--- src/rtl/core/akt_pkg.sv ---
// Shared types and constants for the analog key trigger block.
`default_nettype none

package akt_pkg;

    localparam int CFG_DATA_W = 16;
    localparam int CFG_IDX_W  = 3;
    localparam int LEVEL_W    = 15;
    localparam int DELTA_W    = 16;

    typedef enum logic [1:0] {
        MODE_DIGITAL = 2'd0,
        MODE_NORMAL  = 2'd1,
        MODE_RAPID   = 2'd2,
        MODE_SPEED   = 2'd3
    } t_mode;

    typedef enum logic [CFG_IDX_W-1:0] {
        REG_MODE            = 3'd0,
        REG_ACTIVATION      = 3'd1,
        REG_HYSTERESIS      = 3'd2,
        REG_TOP_DEADZONE    = 3'd3,
        REG_BOTTOM_DEADZONE = 3'd4,
        REG_PRESS_DELTA     = 3'd5,
        REG_RELEASE_DELTA   = 3'd6
    } t_reg_idx;

    typedef struct packed {
        t_mode                     mode;
        logic [LEVEL_W-1:0]        activation_level;
        logic [LEVEL_W-1:0]        hysteresis;
        logic [LEVEL_W-1:0]        top_deadzone;
        logic [LEVEL_W-1:0]        bottom_deadzone;
        logic signed [DELTA_W-1:0] press_delta;
        logic signed [DELTA_W-1:0] release_delta;
    } t_cfg;

    localparam logic [LEVEL_W-1:0]        RST_ACTIVATION    = 15'd8192;
    localparam logic [LEVEL_W-1:0]        RST_HYSTERESIS    = 15'd0;
    localparam logic [LEVEL_W-1:0]        RST_TOP_DEADZONE  = 15'd0;
    localparam logic [LEVEL_W-1:0]        RST_BOT_DEADZONE  = 15'd0;
    localparam logic signed [DELTA_W-1:0] RST_PRESS_DELTA   = 16'sd1638;
    localparam logic signed [DELTA_W-1:0] RST_RELEASE_DELTA = 16'sd1638;

endpackage

`default_nettype wire

--- src/rtl/core/akt_channels.sv ---
// Valid/ready channel interfaces for key samples and key results.
`default_nettype none

interface akt_sample_if #(
    parameter int SAMPLE_BITS = 16
);
    logic                          valid;
    logic                          ready;
    logic signed [SAMPLE_BITS-1:0] position;

    modport source (output valid, output position, input ready);
    modport sink   (input valid, input position, output ready);
endinterface

interface akt_result_if;
    logic valid;
    logic ready;
    logic pressed;
    logic press_event;
    logic release_event;

    modport source (output valid, output pressed, output press_event,
                    output release_event, input ready);
    modport sink   (input valid, input pressed, input press_event,
                    input release_event, output ready);
endinterface

`default_nettype wire

--- src/rtl/core/akt_cfg_regs.sv ---
// Configuration register file of the analog key trigger block.
`default_nettype none

module akt_cfg_regs (
    input  wire logic                             i_clk,
    input  wire logic                             i_rst_n,
    input  wire logic                             i_we,
    input  wire logic [akt_pkg::CFG_IDX_W-1:0]    i_idx,
    input  wire logic [akt_pkg::CFG_DATA_W-1:0]   i_data,
    output akt_pkg::t_cfg                         o_cfg
);

    akt_pkg::t_cfg r_cfg;

    always_ff @(posedge i_clk) begin
        if (!i_rst_n) begin
            r_cfg.mode             <= akt_pkg::MODE_DIGITAL;
            r_cfg.activation_level <= akt_pkg::RST_ACTIVATION;
            r_cfg.hysteresis       <= akt_pkg::RST_HYSTERESIS;
            r_cfg.top_deadzone     <= akt_pkg::RST_TOP_DEADZONE;
            r_cfg.bottom_deadzone  <= akt_pkg::RST_BOT_DEADZONE;
            r_cfg.press_delta      <= akt_pkg::RST_PRESS_DELTA;
            r_cfg.release_delta    <= akt_pkg::RST_RELEASE_DELTA;
        end else if (i_we) begin
            case (akt_pkg::t_reg_idx'(i_idx))
                akt_pkg::REG_MODE: begin
                    r_cfg.mode <= akt_pkg::t_mode'(i_data[1:0]);
                end
                akt_pkg::REG_ACTIVATION: begin
                    r_cfg.activation_level <= i_data[akt_pkg::LEVEL_W-1:0];
                end
                akt_pkg::REG_HYSTERESIS: begin
                    r_cfg.hysteresis <= i_data[akt_pkg::LEVEL_W-1:0];
                end
                akt_pkg::REG_TOP_DEADZONE: begin
                    r_cfg.top_deadzone <= i_data[akt_pkg::LEVEL_W-1:0];
                end
                akt_pkg::REG_BOTTOM_DEADZONE: begin
                    r_cfg.bottom_deadzone <= i_data[akt_pkg::LEVEL_W-1:0];
                end
                akt_pkg::REG_PRESS_DELTA: begin
                    r_cfg.press_delta <= $signed(i_data[akt_pkg::DELTA_W-1:0]);
                end
                akt_pkg::REG_RELEASE_DELTA: begin
                    r_cfg.release_delta <= $signed(i_data[akt_pkg::DELTA_W-1:0]);
                end
                default: begin
                    r_cfg <= r_cfg;
                end
            endcase
        end
    end

    assign o_cfg = r_cfg;

endmodule

`default_nettype wire

--- src/rtl/core/akt_decide.sv ---
// Per-sample key decision: digital, Schmitt, rapid trigger and speed modes.
`default_nettype none

module akt_decide #(
    parameter int SAMPLE_BITS = 16
) (
    input  wire akt_pkg::t_cfg                i_cfg,
    input  wire logic signed [SAMPLE_BITS-1:0] i_pos,
    input  wire logic                         i_key_down,
    input  wire logic signed [SAMPLE_BITS-1:0] i_last,
    input  wire logic signed [SAMPLE_BITS-1:0] i_low,
    input  wire logic signed [SAMPLE_BITS-1:0] i_high,
    output logic                              o_key_down,
    output logic signed [SAMPLE_BITS-1:0]     o_last,
    output logic signed [SAMPLE_BITS-1:0]     o_low,
    output logic signed [SAMPLE_BITS-1:0]     o_high
);

    // Compare width: wide enough that no sum or difference below can wrap.
    localparam int CW = ((SAMPLE_BITS > akt_pkg::DELTA_W) ? SAMPLE_BITS
                                                          : akt_pkg::DELTA_W) + 2;
    localparam int ZW = CW - akt_pkg::LEVEL_W;
    localparam logic signed [CW-1:0] FULL = CW'(64'sd1 <<< (SAMPLE_BITS - 2));

    logic signed [CW-1:0] v;
    logic signed [CW-1:0] act;
    logic signed [CW-1:0] hys;
    logic signed [CW-1:0] top_dz;
    logic signed [CW-1:0] bot_dz;
    logic signed [CW-1:0] pd;
    logic signed [CW-1:0] rd;
    logic signed [CW-1:0] low_x;
    logic signed [CW-1:0] high_x;
    logic signed [CW-1:0] speed;
    logic signed [CW-1:0] high_mid;

    always_comb begin
        v      = CW'(i_pos);
        act    = $signed({{ZW{1'b0}}, i_cfg.activation_level});
        hys    = $signed({{ZW{1'b0}}, i_cfg.hysteresis});
        top_dz = $signed({{ZW{1'b0}}, i_cfg.top_deadzone});
        bot_dz = $signed({{ZW{1'b0}}, i_cfg.bottom_deadzone});
        pd     = CW'(i_cfg.press_delta);
        rd     = CW'(i_cfg.release_delta);
        low_x  = CW'(i_low);
        high_x = CW'(i_high);
        speed  = v - CW'(i_last);
        high_mid = high_x;

        o_key_down = i_key_down;
        o_last     = i_last;
        o_low      = i_low;
        o_high     = i_high;

        case (i_cfg.mode)
            akt_pkg::MODE_DIGITAL: begin
                o_key_down = (i_pos != '0);
            end
            akt_pkg::MODE_NORMAL: begin
                o_last = i_pos;
                if (v - hys > act) begin
                    o_key_down = 1'b1;
                end
                if (v + hys < act) begin
                    o_key_down = 1'b0;
                end
            end
            akt_pkg::MODE_RAPID: begin
                o_last = i_pos;
                if (v <= top_dz) begin
                    o_key_down = 1'b0;
                    o_low      = i_pos;
                end else if (v >= FULL - bot_dz) begin
                    o_key_down = 1'b1;
                    o_high     = i_pos;
                end else if (i_key_down) begin
                    // The release test sees the maximum as just updated.
                    if ((v - low_x >= pd) && (v > high_x)) begin
                        high_mid = v;
                        o_high   = i_pos;
                    end
                    if (high_mid - v >= rd) begin
                        o_low      = i_pos;
                        o_key_down = 1'b0;
                    end
                end else begin
                    if (v - low_x >= pd) begin
                        high_mid   = v;
                        o_high     = i_pos;
                        o_key_down = 1'b1;
                    end
                    if ((high_mid - v >= rd) && (v < low_x)) begin
                        o_low = i_pos;
                    end
                end
            end
            akt_pkg::MODE_SPEED: begin
                if (speed > pd) begin
                    o_key_down = 1'b1;
                end
                if (speed < rd) begin
                    o_key_down = 1'b0;
                end
                o_last = i_pos;
            end
            default: begin
                o_key_down = i_key_down;
            end
        endcase
    end

endmodule

`default_nettype wire

--- src/rtl/core/analog_key_trigger_top.sv ---
// Top level of the analog key trigger block.
// Takes one signed key-travel sample per word (full travel is 1 << (SAMPLE_BITS-2))
// and returns one result word per sample: the pressed state and press and release
// edge flags. A sample is registered on acceptance, decided by a single compare
// stage against the key state registers, and held in the result register until
// taken. One sample per cycle is sustained while the result side is ready; the rate
// is set by that one decision stage, which reads and updates the key state in the
// same cycle. Configuration is to be written through the register write port only
// while no samples are in flight; the block itself does not enforce this. Unknown
// register indexes are ignored.
`default_nettype none

module analog_key_trigger_top #(
    parameter int SAMPLE_BITS = 16
) (
    input  wire logic                             i_clk,
    input  wire logic                             i_rst_n,
    input  wire logic                             i_cfg_we,
    input  wire logic [akt_pkg::CFG_IDX_W-1:0]    i_cfg_idx,
    input  wire logic [akt_pkg::CFG_DATA_W-1:0]   i_cfg_data,
    akt_sample_if.sink                            i_sample,
    akt_result_if.source                          o_result
);

    akt_pkg::t_cfg cfg;

    logic                          r_in_valid;
    logic signed [SAMPLE_BITS-1:0] r_in_pos;
    logic                          r_out_valid;
    logic                          r_pressed;
    logic                          r_press_event;
    logic                          r_release_event;

    logic                          r_key_down;
    logic signed [SAMPLE_BITS-1:0] r_last;
    logic signed [SAMPLE_BITS-1:0] r_low;
    logic signed [SAMPLE_BITS-1:0] r_high;

    logic                          n_key_down;
    logic signed [SAMPLE_BITS-1:0] n_last;
    logic signed [SAMPLE_BITS-1:0] n_low;
    logic signed [SAMPLE_BITS-1:0] n_high;

    logic advance;
    logic in_take;

    akt_cfg_regs u_cfg (
        .i_clk   (i_clk),
        .i_rst_n (i_rst_n),
        .i_we    (i_cfg_we),
        .i_idx   (i_cfg_idx),
        .i_data  (i_cfg_data),
        .o_cfg   (cfg)
    );

    akt_decide #(
        .SAMPLE_BITS (SAMPLE_BITS)
    ) u_decide (
        .i_cfg      (cfg),
        .i_pos      (r_in_pos),
        .i_key_down (r_key_down),
        .i_last     (r_last),
        .i_low      (r_low),
        .i_high     (r_high),
        .o_key_down (n_key_down),
        .o_last     (n_last),
        .o_low      (n_low),
        .o_high     (n_high)
    );

    // The held sample moves on whenever the result register is free or being drained.
    assign advance = r_in_valid && (!r_out_valid || o_result.ready);
    assign in_take = i_sample.valid && i_sample.ready;

    assign i_sample.ready = !r_in_valid || advance;

    always_ff @(posedge i_clk) begin
        if (!i_rst_n) begin
            r_in_valid  <= 1'b0;
            r_out_valid <= 1'b0;
            r_key_down  <= 1'b0;
            r_last      <= '0;
            r_low       <= '0;
            r_high      <= '0;
        end else begin
            if (in_take) begin
                r_in_valid <= 1'b1;
            end else if (advance) begin
                r_in_valid <= 1'b0;
            end

            if (advance) begin
                r_out_valid <= 1'b1;
                r_key_down  <= n_key_down;
                r_last      <= n_last;
                r_low       <= n_low;
                r_high      <= n_high;
            end else if (o_result.ready) begin
                r_out_valid <= 1'b0;
            end
        end
    end

    always_ff @(posedge i_clk) begin
        if (in_take) begin
            r_in_pos <= i_sample.position;
        end
        if (advance) begin
            r_pressed       <= n_key_down;
            r_press_event   <= !r_key_down && n_key_down;
            r_release_event <= r_key_down && !n_key_down;
        end
    end

    assign o_result.valid         = r_out_valid;
    assign o_result.pressed       = r_pressed;
    assign o_result.press_event   = r_press_event;
    assign o_result.release_event = r_release_event;

endmodule

`default_nettype wire

--- src/flat_wrapper.sv ---
// flat-port wrapper written by rule: the top's interface ports become plain ports
module analog_key_trigger_top_flat 
#(
    parameter int SAMPLE_BITS = 16
)
  (i_clk, i_rst_n, i_cfg_we, i_cfg_idx, i_cfg_data, i_sample_valid, i_sample_position, i_sample_ready, o_result_valid, o_result_pressed, o_result_press_event, o_result_release_event, o_result_ready);
  akt_sample_if #(.SAMPLE_BITS(SAMPLE_BITS)) i_sample_i ();
  akt_result_if o_result_i ();
  input  wire logic i_clk;
  input  wire logic i_rst_n;
  input  wire logic i_cfg_we;
  input  wire logic [akt_pkg::CFG_IDX_W-1:0] i_cfg_idx;
  input  wire logic [akt_pkg::CFG_DATA_W-1:0] i_cfg_data;
  input wire logic [$bits(i_sample_i.valid)-1:0] i_sample_valid;
  input wire logic [$bits(i_sample_i.position)-1:0] i_sample_position;
  output wire logic [$bits(i_sample_i.ready)-1:0] i_sample_ready;
  output wire logic [$bits(o_result_i.valid)-1:0] o_result_valid;
  output wire logic [$bits(o_result_i.pressed)-1:0] o_result_pressed;
  output wire logic [$bits(o_result_i.press_event)-1:0] o_result_press_event;
  output wire logic [$bits(o_result_i.release_event)-1:0] o_result_release_event;
  input wire logic [$bits(o_result_i.ready)-1:0] o_result_ready;
  assign i_sample_i.valid = i_sample_valid;
  assign i_sample_i.position = i_sample_position;
  assign i_sample_ready = i_sample_i.ready;
  assign o_result_valid = o_result_i.valid;
  assign o_result_pressed = o_result_i.pressed;
  assign o_result_press_event = o_result_i.press_event;
  assign o_result_release_event = o_result_i.release_event;
  assign o_result_i.ready = o_result_ready;
  analog_key_trigger_top #(.SAMPLE_BITS(SAMPLE_BITS)) u_core (.i_clk(i_clk), .i_rst_n(i_rst_n), .i_cfg_we(i_cfg_we), .i_cfg_idx(i_cfg_idx), .i_cfg_data(i_cfg_data), .i_sample(i_sample_i), .o_result(o_result_i));
endmodule
--- config.mk ---
export PLATFORM = sky130hd
export DESIGN_NAME = analog_key_trigger_top_flat
export DESIGN_NICKNAME = d
export VERILOG_FILES = /design/src/rtl/core/akt_pkg.sv /design/src/rtl/core/akt_channels.sv /design/src/rtl/core/akt_cfg_regs.sv /design/src/rtl/core/akt_decide.sv /design/src/rtl/core/analog_key_trigger_top.sv /design/src/flat_wrapper.sv
export SDC_FILE = /design/constraint.sdc
export NUM_CORES = 1
export LEC_CHECK = 0
export ABC_AREA = 1
export ABC_CLOCK_PERIOD_IN_PS = 10100
export BUFFER_PORTS_ARGS = -buffer_cell sky130_fd_sc_hd__buf_2
export CORE_UTILIZATION = 25
export DETAILED_ROUTE_END_ITERATION = 8
export HOLD_SLACK_MARGIN = 0.06
export SETUP_SLACK_MARGIN = 0.2
export SLEW_MARGIN = 5
export SYNTH_ARGS = -nofsm -noshare
export SYNTH_HDL_FRONTEND = slang
export SYNTH_SLANG_ARGS = --single-unit
--- constraint.sdc ---
create_clock -name i_clk -period 10.1 [get_ports i_clk]
set_input_delay 2.02 -clock i_clk [delete_from_list [all_inputs] [get_ports i_clk]]
set_output_delay 2.02 -clock i_clk [all_outputs]
set_load 0.01 [all_outputs]
==> results of run 1 <==
-- worst paths after layout --
path / start / to / cells after the start
worst max-delay path: u_core.r_in_pos[0]$_DFFE_PP_ / u_core.r_low[5]$_SDFFE_PN0P_ / 51
worst min-delay path: u_core.r_high[15]$_SDFFE_PN0P_ / u_core.r_high[15]$_SDFFE_PN0P_ / 2
worst max register to register: u_core.r_in_pos[0]$_DFFE_PP_ / u_core.r_low[5]$_SDFFE_PN0P_ / 51
worst min register to register: u_core.r_high[15]$_SDFFE_PN0P_ / u_core.r_high[15]$_SDFFE_PN0P_ / 2
-- metal layers --
metal | up-vias | GRT usage | wire length, um
li1 | 7163 | - | -
met1 | 6133 | 0.208 | 21800
met2 | 348 | 0.229 | 19100
met3 | 66 | 0.0263 | 2730
met4 | 0 | 0.0496 | 1280
met5 | - | 0 | 0
-- worst min-delay path, stage by stage, from the launching register on --
cell and delay, ns:
dfxtp_1 0.32, nand2_1 0.06, nor2_1 0.03
-- flip-flops by register name, summed over array words and instances (netlist names) --
signal                         cells
u_core.r_last                     16
u_core.r_in_valid                  1
u_core.r_high                     16
u_core.o_result.release_event      1
u_core.r_in_pos                   16
u_core.o_result.pressed            1
u_core.u_cfg.o_cfg                94
u_core.r_low                      16
u_core.o_result.press_event        1
u_core.o_result.valid              1
u_core.r_key_down                  1
-- kinds of logic (layout without fill, tap and decap cells) --
group,count (synthesis),count (layout),synth area share
AOI/OAI and AO/OA,518,518,0.184
adders and majority gates,264,264,0.224
xor gates and xnor gates,94,94,0.0552
buffers and inverters,382,420,0.100
other,0,1,0
and+or+nand+nor,719,719,0.203
DFF,164,164,0.233
-- power by group through the flow --
stage	Sequential [mW]	Clock, mW	Combinational (mW)
global route	0.693	0.731	1.03
finish	0.691	0.692	0.889
global placement	0.705	0	0.873
detailed placement	0.705	0	0.880
CTS	0.690	0.704	0.885
floorplan	0.710	0	0.668
-- layout by cell type, fill, tap and decap left out, drive strengths merged, types with 6 or more instances in the layout --
cell type / count
o211ai: 18
nand4: 28
nor4: 7
clkbuf: 18
nor2: 184
xor2: 76
fa: 6
inv: 331
o21bai: 8
buf: 63
a21o: 12
nand2: 372
nor3: 24
ha: 258
edfxtp: 19
dfxtp: 145
o21ai: 194
a21oi: 264
nand3: 91
xnor2: 18
a31oi: 9
-- cell type report --
class | count | area (um2) | area share
multi-input cells | 1595 | 9960 | 0.600
flip-flops and latches | 164 | 3470 | 0.209
inverters | 325 | 1220 | 0.0736
well taps | 773 | 967 | 0.0583
clock buffers | 18 | 430 | 0.0260
repair buffers | 63 | 365 | 0.0220
clock inverters | 14 | 168 | 0.0101
diodes | 1 | 2.50 | 0.000151
==> results by group, run 1 <==
Power
  • Clk pwr share: 0.305
  • Gate power share: 0.391
  • Sw Share: 0.393
  • Maximum vdd drop: 0.126 mV
  • Leak: 7.62 nW
  • Seq pwr share: 0.304
  • Internal power: 1.38 mW
  • Design Power: 2.27 mW
  • NetSw: 0.893 mW
  • Power Dens Cells: 137 nW/um2

Floorplanning
  • IO Count: 45
  • Core area: 59,000 um2
  • Chip Width: 246 um
  • # rows: 89
  • Die Ht: 246 um
  • DIE AREA: 60,600 um2
  • Initial Utilization: 0.253

CTS
  • Clock-pin slew on the worst setup and hold paths: 0.07 ns
  • CTS tree: done
  • Clk Latency, worst-skew pair: 0.47 ns
  • CTS root buffer: clkbuf_16
  • Max Root-Sink Buffers: 2
  • CTS hold repair buffers: 0
  • CTS buffer count: 17
  • Post-CTS setup buffer count: 0
  • Htree depth: 4
  • Clock sink count: 164
  • Post-CTS Resized: 0

Critical path
  • Worst Path Max Fanout: 34
  • CP bufs+invs: 5
  • Startpoint types: flop
  • Class of the most critical setup path: reg -> reg
  • WP data arrival: 9.01 ns
  • Cell repeated most along the worst path: nand2_1
  • R2R setup slack: 1.44 ns
  • Critical Path Max Stage Delay: 0.55 ns
  • Setup crit end kind: flop
  • Critical path's slowest cell: edfxtp_1
  • Cell family with most CP delay: simple AND/OR/NAND/NOR gates
  • CP Data Required Time: 10.45 ns

Timing
  • Fin. Hold Viols: 0
  • FMAX: 116 MHz
  • Min Tclk post-route: 8.66 ns
  • Crit share post-route: 0.857
  • Final setup margin: 1.44 ns
  • Final TNS setup: 0 ns
  • Unrepaired setup endpoints after global routing: no
  • Worst slew margin: 0.278
  • Clk_skew: 0.0164 ns
  • Slew Limit Fails: 0
  • Final setup fails: 0
  • Worst-Margin Slew: 1.08 ns
  • Hold WS: 0.451 ns

Cells and area
  • Fin cells: 2,953
  • Final Core Density: 0.281
  • Share of cells above drive strength 1: 0.0537
  • Final instance area: 16,600 um2
  • Area Overhead vs Synth: 11.2%
  • # fillers: 6,561
  • Nets@finish: 2,470

Logic synthesis
  • Async S/R FF share, synth: 0
  • Most common cell in the netlist: nand2_1
  • Post-synthesis cell count: 2,141
  • Mapped Area: 14,900 um2
  • Synth Warn #: 0
  • Number of synthesized flops with an enable pin: 19
  • Post-synth top cells: nand2_1, inv_1, a21oi_1
  • #FFs+latches synth: 164
  • Synthesized area per cell: 6.97 um2
  • Sequential fraction of the synthesis area: 0.233
  • Top_reg_cell synth: dfxtp_1
  • Count of cell types in the netlist: 47
  • Area share of the largest cell type after synthesis: 0.216
  • Synth top area cells: ha_1, dfxtp_1, nand2_1, a21oi_1, inv_1
  • Top cell type by total area after synthesis: ha_1
  • Syn_nets: 2,445

Routing
  • Total wire length: 44,900 um
  • Post-route ant nets: 0
  • Pre-antenna DRT Iters: 5
  • Vias per cell: 4.64
  • Wire per inst: 15.2 um
  • DRC viols: 0
  • Vias: 13,700
  • Initial DRC count: 1,049

Global route
  • Global Route Usage Sum: 0.149
  • Initial antenna violation count: 1
  • Number of global-route vias before repair: 12,600
  • Largest net degree at the start of global routing: 119
  • Total grt overflow: 0
  • First-pass GRT wire length: 69,800 um

Hold path
  • Worst Hold Class: reg -> reg

Job
  • Max-cap violation count: 0

Placement
  • Placed cells: 2,920
  • Port Buffers: 44
  • Place WS: 1.52 ns
  • RePlAce Congestion: 0.892
  • DP Area: 16,000 um2
  • DP HPWL: 34,100 um

Status
  • Status: finished, final reports clean
No activity file was read; power rests on OpenSTA's default activity.
==> inputs of run 2 (changes only) <==
--- a/config.mk
+++ b/config.mk
@@ -7,7 +7,7 @@
 export LEC_CHECK = 0
 export ABC_AREA = 1
 export ABC_CLOCK_PERIOD_IN_PS = 10100
-export BUFFER_PORTS_ARGS = -buffer_cell sky130_fd_sc_hd__buf_2
+export BUFFER_PORTS_ARGS = -buffer_cell sky130_fd_sc_hd__clkbuf_2
 export CORE_UTILIZATION = 25
 export DETAILED_ROUTE_END_ITERATION = 8
 export HOLD_SLACK_MARGIN = 0.06
==> run 2 against run 1 <==
Via count is essentially flat; routed wire length shrank 0.56%; power shrank 0.81%; die area is the same; combinational power is essentially flat; maximum frequency grew 0.47%; worst setup slack gained 0.040 ns; hold slack lost 0.0070 ns; sequential share of layout area is essentially flat; global-route usage shrank 0.065 points; critical endpoint is now u_core.r_low[11]$_SDFFE_PN0P_; highest routed layer unchanged.
==> results by group, run 2 (same netlist as run 1, synthesis figures left out) <==
Status
  • Status: finished, final reports clean

Timing
  • Crit share post-route: 0.853 (-0.00400)
  • Clk_skew: 0.0109 ns (-0.00546 ns)
  • Final TNS setup: 0 ns (unchanged)
  • Min Tclk post-route: 8.61 ns (-0.0404 ns)
  • Fin. Hold Viols: 0 (unchanged)
  • FMAX: 116 MHz (+0.47%)
  • Worst slew margin: 0.175 (-0.103)
  • Worst-Margin Slew: 1.24 ns (+0.153 ns)
  • Final setup fails: 0 (unchanged)
  • Slew Limit Fails: 0 (unchanged)
  • Unrepaired setup endpoints after global routing: no

Critical path
  • Cell repeated most along the worst path: nand2_1
  • Critical path's slowest cell: edfxtp_1
  • Startpoint types: flop
  • Class of the most critical setup path: reg -> reg
  • Critical Path Max Stage Delay: 0.53 ns (-0.02 ns)
  • Worst Path Max Fanout: 34 (unchanged)
  • CP Data Required Time: 10.45 ns (about the same)
  • Setup crit end kind: flop
  • WP data arrival: 8.96 ns (-0.05 ns)

CTS
  • Clock sink count: 164 (unchanged)
  • Max Root-Sink Buffers: 2 (unchanged)
  • CTS tree: done
  • CTS buffer count: 17 (unchanged)
  • CTS root buffer: clkbuf_16
  • Clk Latency, worst-skew pair: 0.45 ns (-0.02 ns)
  • Htree depth: 4 (unchanged)
  • Post-CTS Resized: 0 (unchanged)
  • Clock-pin slew on the worst setup and hold paths: 0.08 ns (about the same)
  • Post-CTS setup buffer count: 0 (unchanged)
  • CTS hold repair buffers: 0 (unchanged)

Floorplanning
  • Initial Utilization: 0.253 (unchanged)
  • IO Count: 45 (unchanged)
  • # rows: 89 (unchanged)
  • DIE AREA: 60,600 um2 (unchanged)
  • Core area: 59,000 um2 (unchanged)
  • Die Ht: 246 um (unchanged)
  • Chip Width: 246 um (unchanged)

Power
  • Design Power: 2.25 mW (-0.81%)
  • Maximum vdd drop: 0.109 mV (-14%)
  • Leak: 7.61 nW (-0.12%)
  • Power Dens Cells: 136 nW/um2 (-0.65%)

Cells and area
  • Nets@finish: 2,470 (unchanged)
  • N_diodes: 0 (-1)
  • Area Overhead vs Synth: 11.0%
  • Flip-flop count of the largest register after layout: 94 (unchanged)
  • Share of cells above drive strength 1: 0.0532 (-0.000459)
  • Most frequent cells in the layout: nand2_1, inv_1, a21oi_1
  • Commonest non-fill, non-tap cell in the layout: nand2_1

Routing
  • Vias: 13,700 (-0.095%)
  • Wire per inst: 15.1 um (-0.52%)
  • DRC viols: 0 (unchanged)
  • Post-route ant nets: 0 (unchanged)
  • Total wire length: 44,700 um (-0.56%)
  • Initial DRC count: 1,056 (+0.67%)
  • Vias per cell: 4.64 (about the same)
  • Pre-antenna DRT Iters: 7 (+2)

Global route
  • Initial antenna violation count: 0 (-1)
  • Largest net degree at the start of global routing: 78 (-34%)
  • First-pass GRT wire length: 69,700 um (-0.18%)
  • Number of global-route vias before repair: 12,500 (-0.26%)
  • Global Route Usage Sum: 0.149 (-0.000650)
  • Total grt overflow: 0 (unchanged)

Placement
  • Port Buffers: 44 (unchanged)
  • RePlAce Congestion: 0.891 (-0.11%)
  • DP HPWL: 34,100 um (about the same)

Hold path
  • Worst Hold Class: reg -> reg

Job
  • Max-cap violation count: 0 (unchanged)
run 2: layer usage:
metal  vias to the layer above  part of all wire  global-route usage
li1                       7167                 -                   -
met1                      6176              0.50               0.211
met2                       298              0.42               0.227
met3                        56             0.041              0.0190
met4                         0             0.032              0.0527
met5                         -                 0                   0
run 2: through the flow:
stage               instances  hold slack, ns  setup WS, ns   util  instance area, um2
floorplan                2141           0.417          3.05      -               14900
global placement         2920           0.430          1.79  0.271               16000
detailed placement       2920           0.431          1.49  0.271               16000
CTS                      2952           0.443          1.48  0.281               16600
global route             2952           0.460         0.519  0.281               16600
finish                   2952           0.444          1.49  0.281               16600
run 2: final timing paths:
| check | cells past startpoint | startpoint | to | slack [ns] |
|---|---|---|---|---|
| max | 51 | u_core.r_in_pos[0]$_DFFE_PP_ | u_core.r_low[11]$_SDFFE_PN0P_ | 1.49 |
| min | 2 | u_core.r_high[15]$_SDFFE_PN0P_ | u_core.r_high[15]$_SDFFE_PN0P_ | 0.44 |
| max reg2reg | 51 | u_core.r_in_pos[0]$_DFFE_PP_ | u_core.r_low[11]$_SDFFE_PN0P_ | 1.49 |
| min reg2reg | 2 | u_core.r_high[15]$_SDFFE_PN0P_ | u_core.r_high[15]$_SDFFE_PN0P_ | 0.44 |
run 2: worst max-delay path: cells and delay by family, from the launching register on:
kind,cells,cell delay (ns)
buffers and inverters,5,0.41
AO/OA/AOI/OAI,10,1.97
adder cells (fa/ha/maj),6,1.68
AND/OR/NAND/NOR,29,3.75
flip-flops,1,0.53
XOR/XNOR,1,0.16
run 2: cell type report:
class / instances / area [um2]
Fill cell: 6601 / 42500
Clock buffer: 19 / 443
Inverter: 325 / 1220
Multi-Input combinational cell: 1595 / 9950
Clock inverter: 13 / 136
Timing Repair Buffer: 63 / 365
Sequential cell: 164 / 3470
Tap cell: 773 / 967
run 2: power breakdown:
part	internal (mW)	total [mW]	leakage [nW]	switching, mW
Sequential	0.680	0.690	1.36	0.0103
Combinational	0.324	0.887	5.98	0.563
Clock	0.355	0.676	0.277	0.322
Total	1.36	2.25	7.61	0.895
